File: src/sv/tts_pkg.sv
// ----------------------------------------------------------------------------
// Timer slot table package
// Slot record, command kinds, slot status and controller states.
// ----------------------------------------------------------------------------
package tts_pkg;

  localparam int SLOTS = 16;
  localparam int IDX_W = (SLOTS > 1) ? $clog2(SLOTS) : 1;

  typedef enum logic [1:0] {
    ST_EMPTY = 2'd0,
    ST_ONCE  = 2'd1,
    ST_PER   = 2'd2,
    ST_DONE  = 2'd3
  } status_t;

  typedef enum logic [2:0] {
    K_INS_ONCE = 3'd0,
    K_INS_PER  = 3'd1,
    K_TOGGLE   = 3'd2,
    K_RESET    = 3'd3,
    K_CANCEL   = 3'd4,
    K_FIND     = 3'd5,
    K_TICK     = 3'd6,
    K_NONE     = 3'd7
  } kind_t;

  typedef enum logic [2:0] {
    S_IDLE  = 3'b001,
    S_SCAN  = 3'b010,
    S_FLUSH = 3'b100
  } state_t;

  typedef struct packed {
    status_t      status;
    logic [15:0]  action;
    logic [31:0]  deadline;
    logic [15:0]  period;
    logic [7:0]   tag;
  } rec_t;

endpackage

File: src/sv/tts_cell.sv
// ----------------------------------------------------------------------------
// Timer slot cell
// Holds one slot record and takes its neighbor's record on each shift.
// ----------------------------------------------------------------------------
module tts_cell (
  input  logic          clk,
  input  logic          rst,
  input  logic          shift,
  input  tts_pkg::rec_t d,
  output tts_pkg::rec_t q
);

  tts_pkg::rec_t rec;

  always_ff @(posedge clk) begin
    if (rst) begin
      rec <= '0;
    end else if (shift) begin
      rec <= d;
    end
  end

  assign q = rec;

endmodule

File: src/sv/timer_task_slot_table.sv
// ----------------------------------------------------------------------------
// Timer task slot table
// Slot records circulate around a ring of cells past one update head.
// ----------------------------------------------------------------------------
// Each item is scanned past the head in one pass over all slots, then a flush
// state emits the result; toggle and wrapped tick take two passes.
// One item at a time: a new item is taken only in the idle state. A fire
// stalls the ring only while the receiver holds off a full output.
// Reset: all slots empty with zero fields, last tick zero, no item in flight.
module timer_task_slot_table (
  input  logic        clk,
  input  logic        rst,
  input  logic        in_valid,
  output logic        in_ready,
  input  logic [2:0]  kind,
  input  logic [15:0] action_id,
  input  logic [31:0] interval,
  input  logic [7:0]  tag,
  input  logic [7:0]  slot_id,
  input  logic [31:0] now,
  output logic        out_valid,
  input  logic        out_ready,
  output logic [7:0]  answer,
  output logic        fired,
  output logic [15:0] fire_action,
  output logic [7:0]  fire_tag,
  output logic [7:0]  fire_slot,
  output logic        last
);

  localparam int S  = tts_pkg::SLOTS;
  localparam int IW = tts_pkg::IDX_W;

  tts_pkg::state_t state;
  tts_pkg::kind_t  c_kind;
  logic [15:0] c_act;
  logic [31:0] c_ivl;
  logic [7:0]  c_tag;
  logic [7:0]  c_sid;
  logic [31:0] c_now;
  logic        c_wrap;
  logic [31:0] last_tick;
  logic [IW-1:0] idx;
  logic        pass;
  logic        hit, ins, ok;
  logic [IW-1:0] hit_idx, ins_idx;
  logic        pend_valid;
  logic [15:0] pend_action;
  logic [7:0]  pend_tag, pend_slot;

  tts_pkg::rec_t cq [S];
  tts_pkg::rec_t cd [S];
  tts_pkg::rec_t head, head_next;
  logic shift;

  assign head = cq[0];

  for (genvar i = 0; i < S; i++) begin : g_cell
    if (i == S - 1) begin : g_tail
      assign cd[i] = head_next;
    end else begin : g_mid
      assign cd[i] = cq[i + 1];
    end
    tts_cell u_cell (.clk(clk), .rst(rst), .shift(shift), .d(cd[i]), .q(cq[i]));
  end

  logic        waiting, free, match, sel, in_win, fire;
  logic        do_ins, do_hit, do_ok;
  logic [31:0] lo, hi;
  logic [15:0] new_per;
  logic [7:0]  slot1;
  logic        last_pass, end_rec, out_free;
  logic        out_load;

  assign waiting = (head.status == tts_pkg::ST_ONCE) || (head.status == tts_pkg::ST_PER);
  assign free    = (head.status == tts_pkg::ST_EMPTY) || (head.status == tts_pkg::ST_DONE);
  assign match   = (head.action == c_act);
  assign slot1   = 8'(idx) + 8'd1;
  assign sel     = (c_sid == slot1);
  assign lo      = (c_wrap && pass) ? 32'd0 : last_tick;
  assign hi      = (c_wrap && !pass) ? 32'hFFFF_FFFF : c_now;
  assign in_win  = (head.deadline >= lo) && (head.deadline <= hi);
  assign new_per = (c_ivl != 32'd0) ? c_ivl[15:0] : head.period;

  always_comb begin
    head_next = head;
    do_ins = 1'b0;
    do_hit = 1'b0;
    do_ok  = 1'b0;
    fire   = 1'b0;
    case (c_kind) inside
      tts_pkg::K_INS_ONCE: begin
        if (!ins && free) begin
          do_ins = 1'b1;
          head_next.status   = tts_pkg::ST_ONCE;
          head_next.action   = c_act;
          head_next.period   = c_ivl[15:0];
          head_next.deadline = c_now + c_ivl;
          head_next.tag      = c_tag;
        end
      end
      tts_pkg::K_INS_PER, tts_pkg::K_TOGGLE: begin
        if (c_kind == tts_pkg::K_TOGGLE && !pass) begin
          do_hit = !hit && waiting && match;
        end else if (c_kind == tts_pkg::K_TOGGLE && hit) begin
          if (idx == hit_idx) head_next.status = tts_pkg::ST_DONE;
        end else if (!ins && free) begin
          do_ins = 1'b1;
          head_next.status   = tts_pkg::ST_PER;
          head_next.action   = c_act;
          head_next.period   = c_ivl[15:0];
          head_next.deadline = c_now + {16'd0, c_ivl[15:0]};
          head_next.tag      = c_tag;
        end
      end
      tts_pkg::K_FIND: begin
        do_hit = !hit && waiting && match;
      end
      tts_pkg::K_RESET: begin
        if (sel && match && waiting) begin
          do_ok = 1'b1;
          head_next.period   = new_per;
          head_next.deadline = c_now + {16'd0, new_per};
        end
      end
      tts_pkg::K_CANCEL: begin
        if (sel && match) begin
          do_ok = 1'b1;
          head_next.status = tts_pkg::ST_DONE;
        end
      end
      tts_pkg::K_TICK: begin
        if (waiting && in_win) begin
          fire = 1'b1;
          if (head.status == tts_pkg::ST_PER) begin
            head_next.deadline = c_now + {16'd0, head.period};
          end else begin
            head_next.status = tts_pkg::ST_DONE;
          end
        end
      end
      default: ;
    endcase
  end

  assign out_free  = !out_valid || out_ready;
  assign last_pass = (c_kind == tts_pkg::K_TOGGLE || (c_kind == tts_pkg::K_TICK && c_wrap))
                     ? pass : 1'b1;
  assign end_rec   = (idx == IW'(S - 1));
  assign shift     = (state == tts_pkg::S_SCAN) && (!(fire && pend_valid) || out_free);
  assign in_ready  = (state == tts_pkg::S_IDLE);

  logic [7:0] cmd_ans;
  always_comb begin
    case (c_kind) inside
      tts_pkg::K_INS_ONCE, tts_pkg::K_INS_PER: cmd_ans = ins ? 8'(ins_idx) + 8'd1 : 8'd0;
      tts_pkg::K_TOGGLE: cmd_ans = hit ? 8'd0 : (ins ? 8'(ins_idx) + 8'd1 : 8'd0);
      tts_pkg::K_FIND:   cmd_ans = hit ? 8'(hit_idx) + 8'd1 : 8'd0;
      default:           cmd_ans = {7'd0, ok};
    endcase
  end

  assign out_load = ((state == tts_pkg::S_SCAN) && shift && fire && pend_valid) ||
                    ((state == tts_pkg::S_FLUSH) && out_free &&
                     (c_kind != tts_pkg::K_TICK || pend_valid));

  always_ff @(posedge clk) begin
    if (rst) begin
      state      <= tts_pkg::S_IDLE;
      last_tick  <= '0;
      out_valid  <= 1'b0;
      pend_valid <= 1'b0;
      idx        <= '0;
      pass       <= 1'b0;
      hit        <= 1'b0;
      ins        <= 1'b0;
      ok         <= 1'b0;
    end else begin
      if (out_load) out_valid <= 1'b1;
      else if (out_ready) out_valid <= 1'b0;
      unique case (state)
        tts_pkg::S_IDLE: begin
          if (in_valid && kind != tts_pkg::K_NONE) begin
            state      <= tts_pkg::S_SCAN;
            idx        <= '0;
            pass       <= 1'b0;
            hit        <= 1'b0;
            ins        <= 1'b0;
            ok         <= 1'b0;
            pend_valid <= 1'b0;
          end
        end
        tts_pkg::S_SCAN: begin
          if (shift) begin
            if (do_hit) begin
              hit     <= 1'b1;
              hit_idx <= idx;
            end
            if (do_ins) begin
              ins     <= 1'b1;
              ins_idx <= idx;
            end
            if (do_ok) ok <= 1'b1;
            if (fire) begin
              pend_valid  <= 1'b1;
              pend_action <= head.action;
              pend_tag    <= head.tag;
              pend_slot   <= slot1;
            end
            if (end_rec) begin
              idx <= '0;
              if (last_pass) state <= tts_pkg::S_FLUSH;
              else           pass  <= 1'b1;
            end else begin
              idx <= idx + IW'(1);
            end
          end
        end
        tts_pkg::S_FLUSH: begin
          if (c_kind == tts_pkg::K_TICK) last_tick <= c_now;
          if (out_load || (c_kind == tts_pkg::K_TICK && !pend_valid)) begin
            state      <= tts_pkg::S_IDLE;
            pend_valid <= 1'b0;
          end
        end
        default: state <= tts_pkg::S_IDLE;
      endcase
    end
  end

  always_ff @(posedge clk) begin
    if (state == tts_pkg::S_IDLE && in_valid) begin
      c_kind <= tts_pkg::kind_t'(kind);
      c_act  <= action_id;
      c_ivl  <= interval;
      c_tag  <= tag;
      c_sid  <= slot_id;
      c_now  <= now;
      c_wrap <= (last_tick > now);
    end
    if (out_load) begin
      if (state == tts_pkg::S_SCAN || c_kind == tts_pkg::K_TICK) begin
        answer      <= 8'd0;
        fired       <= 1'b1;
        fire_action <= pend_action;
        fire_tag    <= pend_tag;
        fire_slot   <= pend_slot;
        last        <= (state == tts_pkg::S_FLUSH);
      end else begin
        answer      <= cmd_ans;
        fired       <= 1'b0;
        fire_action <= 16'd0;
        fire_tag    <= 8'd0;
        fire_slot   <= 8'd0;
        last        <= 1'b1;
      end
    end
  end

  a_stall_hold: assert property (@(posedge clk) disable iff (rst)
    out_valid && !out_ready |=> out_valid)
    else $error("result dropped while stalled");
  a_no_accept_busy: assert property (@(posedge clk) disable iff (rst)
    (state != tts_pkg::S_IDLE) |-> !in_ready)
    else $error("item accepted while busy");
  a_fire_answer: assert property (@(posedge clk) disable iff (rst)
    out_valid && fired |-> answer == 8'd0 && fire_slot != 8'd0)
    else $error("bad fire result");
  a_load_free: assert property (@(posedge clk) disable iff (rst)
    out_load |-> out_free)
    else $error("output overwritten");

endmodule

File: config.mk
export PLATFORM = sky130hd
export DESIGN_NAME = timer_task_slot_table
export DESIGN_NICKNAME = d
export VERILOG_FILES = /design/src/sv/tts_pkg.sv /design/src/sv/tts_cell.sv /design/src/sv/timer_task_slot_table.sv
export SDC_FILE = /design/constraint.sdc
export NUM_CORES = 2
export LEC_CHECK = 0
export BUFFER_PORTS_ARGS = -buffer_cell sky130_fd_sc_hd__buf_2
export CAP_MARGIN = 20
export CELL_PAD_IN_SITES_DETAIL_PLACEMENT = 1
export CELL_PAD_IN_SITES_GLOBAL_PLACEMENT = 1
export CORE_MARGIN = 2
export CORE_UTILIZATION = 43
export DETAILED_ROUTE_END_ITERATION = 10
export PLACE_DENSITY = 0.75
export SETUP_SLACK_MARGIN = 0.5
export SLEW_MARGIN = 20
export SYNTH_ARGS = -nofsm -noshare
export SYNTH_HDL_FRONTEND = slang
export SYNTH_SLANG_ARGS = --single-unit
File: constraint.sdc
create_clock -name clk -period 5.3 [get_ports clk]
set_clock_uncertainty 0.1 [all_clocks]
set_input_delay 0.795 -clock clk [delete_from_list [all_inputs] [get_ports clk]]
set_output_delay 0.795 -clock clk [all_outputs]
set_load 0.02 [all_outputs]
==> qor.yml <==
sta:
  period_share: 0.864
  finalHoldViolations: 0
  rsz0062_at_grt: "yes"
  tightest_slew_ns: 1.14
  clock.fmax_mhz: 218
  slew_headroom: 0.240
  setup_viol: 0
  min_period_ns: 4.58
  slew_violations: 0
  setup_tns_ns: 0
  hold_ws_ns: 0.0735
finish:
  layout_commonest_cell: "nand2_1"
  diodes: 0
  stdcell_count: 8904
  syn_to_final_growth_pct: 12.7
  final_cell_mix: "nand2_1 (2,530), a21oi_1 (1,299), dfxtp_1 (1,229)"
  drive_gt1_frac: 0.0855
  final_nets: 7283
  fillers: 15897
cts:
  clock_path_buffers: 3
  clock-sinks: 1402
  cts_tree: "built"
  clk_pin_slew_ns: 0.06
  root_buffer: "clkbuf_16"
  h-tree-depth: 4
  cts_buffers: 151
  clk_latency_ns: 0.79
global_routing:
  grt-ovfl-total: 0
  grt_pass1_vias: 49481
  grt_pass1_wl_um: 273000
  grt_max_degree: 256
  grt_use_total: 0.249
  antenna_found_initial: 1
synth:
  netlist_instances: 7025
  seq_area_frac_synth: 0.515
  yosysTopAreaCell: "dfxtp_1"
  synth_top_cell_area_share: 0.425
  ys.flop_type: "dfxtp_1"
  ys_top_cells_by_area: "dfxtp_1 (43%), nand2_1 (16%), a21oi_1 (11%)"
  synthArstFlopShare: 0
  ys_warn_count: 0
  yosysUniqueCellTypes: 90
  syn_area_mm2: 0.0579
  synth-seq-cells: 1402
  syn_avg_cell_area_um2: 8.24
  synth-edff-count: 173
critical_path:
  r2r_slack_ns: 0.72
  arrival_ns: 5.14
  start_kind: "flip-flop"
  crit_fanout: 8
  endpoint_kind: "flip-flop"
  r2r_cells: 19
  criticalPathCategory: "reg2reg"
  required_ns: 5.86
hold_path:
  hold_path.class: "in2reg"
  hold_path_depth: 1
route:
  post-route-drc-count: 0
  top_layer: "met5"
  ant_nets: 0
  wire_per_inst_um: 19.4
  dr.first_iter.drc_count: 3300
  drt-met1-wl_um: 75200
  drtPass1Iterations: 5
  routed_via_density: 5.46
  routed_wl_um: 173000
  wl_met2_um: 83300
  wl_met3_um: 7080
  vias: 48580
run:
  cap_viol_max_count: 0
place:
  numPortBuffers: 140
  dp.cells: 8623
  place_congestion: 0.928
  dp_hpwl_um: 116000
die:
  io_pins: 147
  die_w_um: 371
  num_rows: 134
  fp.dieH_um: 371
  core_area_mm2: 0.133
  die_area_mm2: 0.138
  initial_utilization: 0.434
power_and_ir_drop:
  max-vdd-ir-drop_mv: 0.320
  power_density_mw_per_mm2: 417
  leakage_nw: 22.7
status:
  outcome: "complete, no violations"
-- power breakdown --
part | switching, mW | leakage [nW] | internal (mW)
clock network | 4.42 | 2.46 | 6.19
registers | 0.379 | 11.6 | 11.1
logic | 3.59 | 8.64 | 1.50
total | 8.39 | 22.7 | 18.8
-- cells in the mapped netlist (72+ instances only) --
library cell / n
o21ai_0: 119
edfxtp_1: 173
a21oi_1: 1301
nor2_1: 188
buf_6: 90
ha_1: 163
clkbuf_1: 232
inv_1: 72
buf_2: 150
dfxtp_1: 1229
nand2_1: 2532
-- per-stage QoR --
step / util / setup WS (ns) / area [um2] / total power [mW]
2_1_floorplan: - / 0.617 / 57900 / 14.9
3_3_place_gp: 0.450 / 0.615 / 60100 / 16.6
3_5_place_dp: 0.450 / 0.530 / 60100 / 16.7
4_1_cts: 0.488 / 0.583 / 65100 / 27.4
5_1_grt: 0.489 / 0.461 / 65200 / 28.3
6_report: 0.489 / 0.721 / 65200 / 27.2
-- worst paths after layout --
check,from,to
setup reg to reg,c_ivl[25],g_cell[15].u_cell.q[55]
hold reg to reg,g_cell[8].u_cell.q[19],g_cell[7].u_cell.q[19]
hold / removal,slot_id[5],c_sid[5]
setup / recovery,c_ivl[25],g_cell[15].u_cell.q[55]
-- layout make-up --
type,instances,area (um2),share of cell area
flip-flops and latches,1402,29800,0.457
multi-input cells,5065,25200,0.386
clock buffers,233,4560,0.0699
repair buffers,322,2710,0.0415
well taps,1768,2210,0.0339
clock inverters,42,488,0.00748
inverters,72,270,0.00414
-- layer usage --
metal / track usage / vias up
li1: - / 23508
met1: 0.308 / 23786
met2: 0.428 / 899
met3: 0.0380 / 385
met4: 0.110 / 2
met5: 0 / -
-- registers in the layout, summed over array words and instances, names as in the netlist, 3 cells and up --
name             cells
c_now               32
c_tag                8
last_tick           32
fire_action         16
pend_slot            5
c_act               16
c_ivl               32
idx                  4
state                3
pend_action         16
g_cell.u_cell.q   1184
pend_tag             8
fire_tag             8
fire_slot            5
c_sid                8
hit_idx              4
c_kind               3
answer               5
ins_idx              4
-- critical path, stage by stage (launching register included) --
cell and delay, ns:
edfxtp_1 0.44, nor4_4 0.35, nand4_1 0.19, buf_4 0.21, nor2_1 0.12, buf_4 0.19, a21o_1 0.15, ha_1 0.20
a21oi_1 0.10, o211ai_1 0.35, o221ai_1 0.31, o211ai_1 0.24, buf_4 0.16, a21oi_1 0.07, buf_4 0.18, buf_4 0.15
o31a_1 0.27, nor3b_1 0.19, nor3_1 0.07, o41a_1 0.41
-- repair_timing --
item                       CTS  global route
hold buffers                 0             0
pin swaps                    2             2
buffers inserted             4             1
setup endpoints to repair    2           951
resized for setup            0            14
gates cloned                 0             0
-- kinds of logic (layout without fill, tap and decap cells) --
group                    after synthesis  count (layout)  synth area share
multiplexers                          24              24           0.00447
AO/OA/AOI/OAI                       1751            1751             0.169
XOR/XNOR                              94              94            0.0147
adder cells (fa/ha/maj)              166             166            0.0363
flip-flops                          1402            1402             0.515
buffers and inverters                563             669            0.0522
AND/OR/NAND/NOR                     3024            3024             0.208
other                                  1               6         0.0000648
Note: power is estimated with default switching activity, not from simulation.
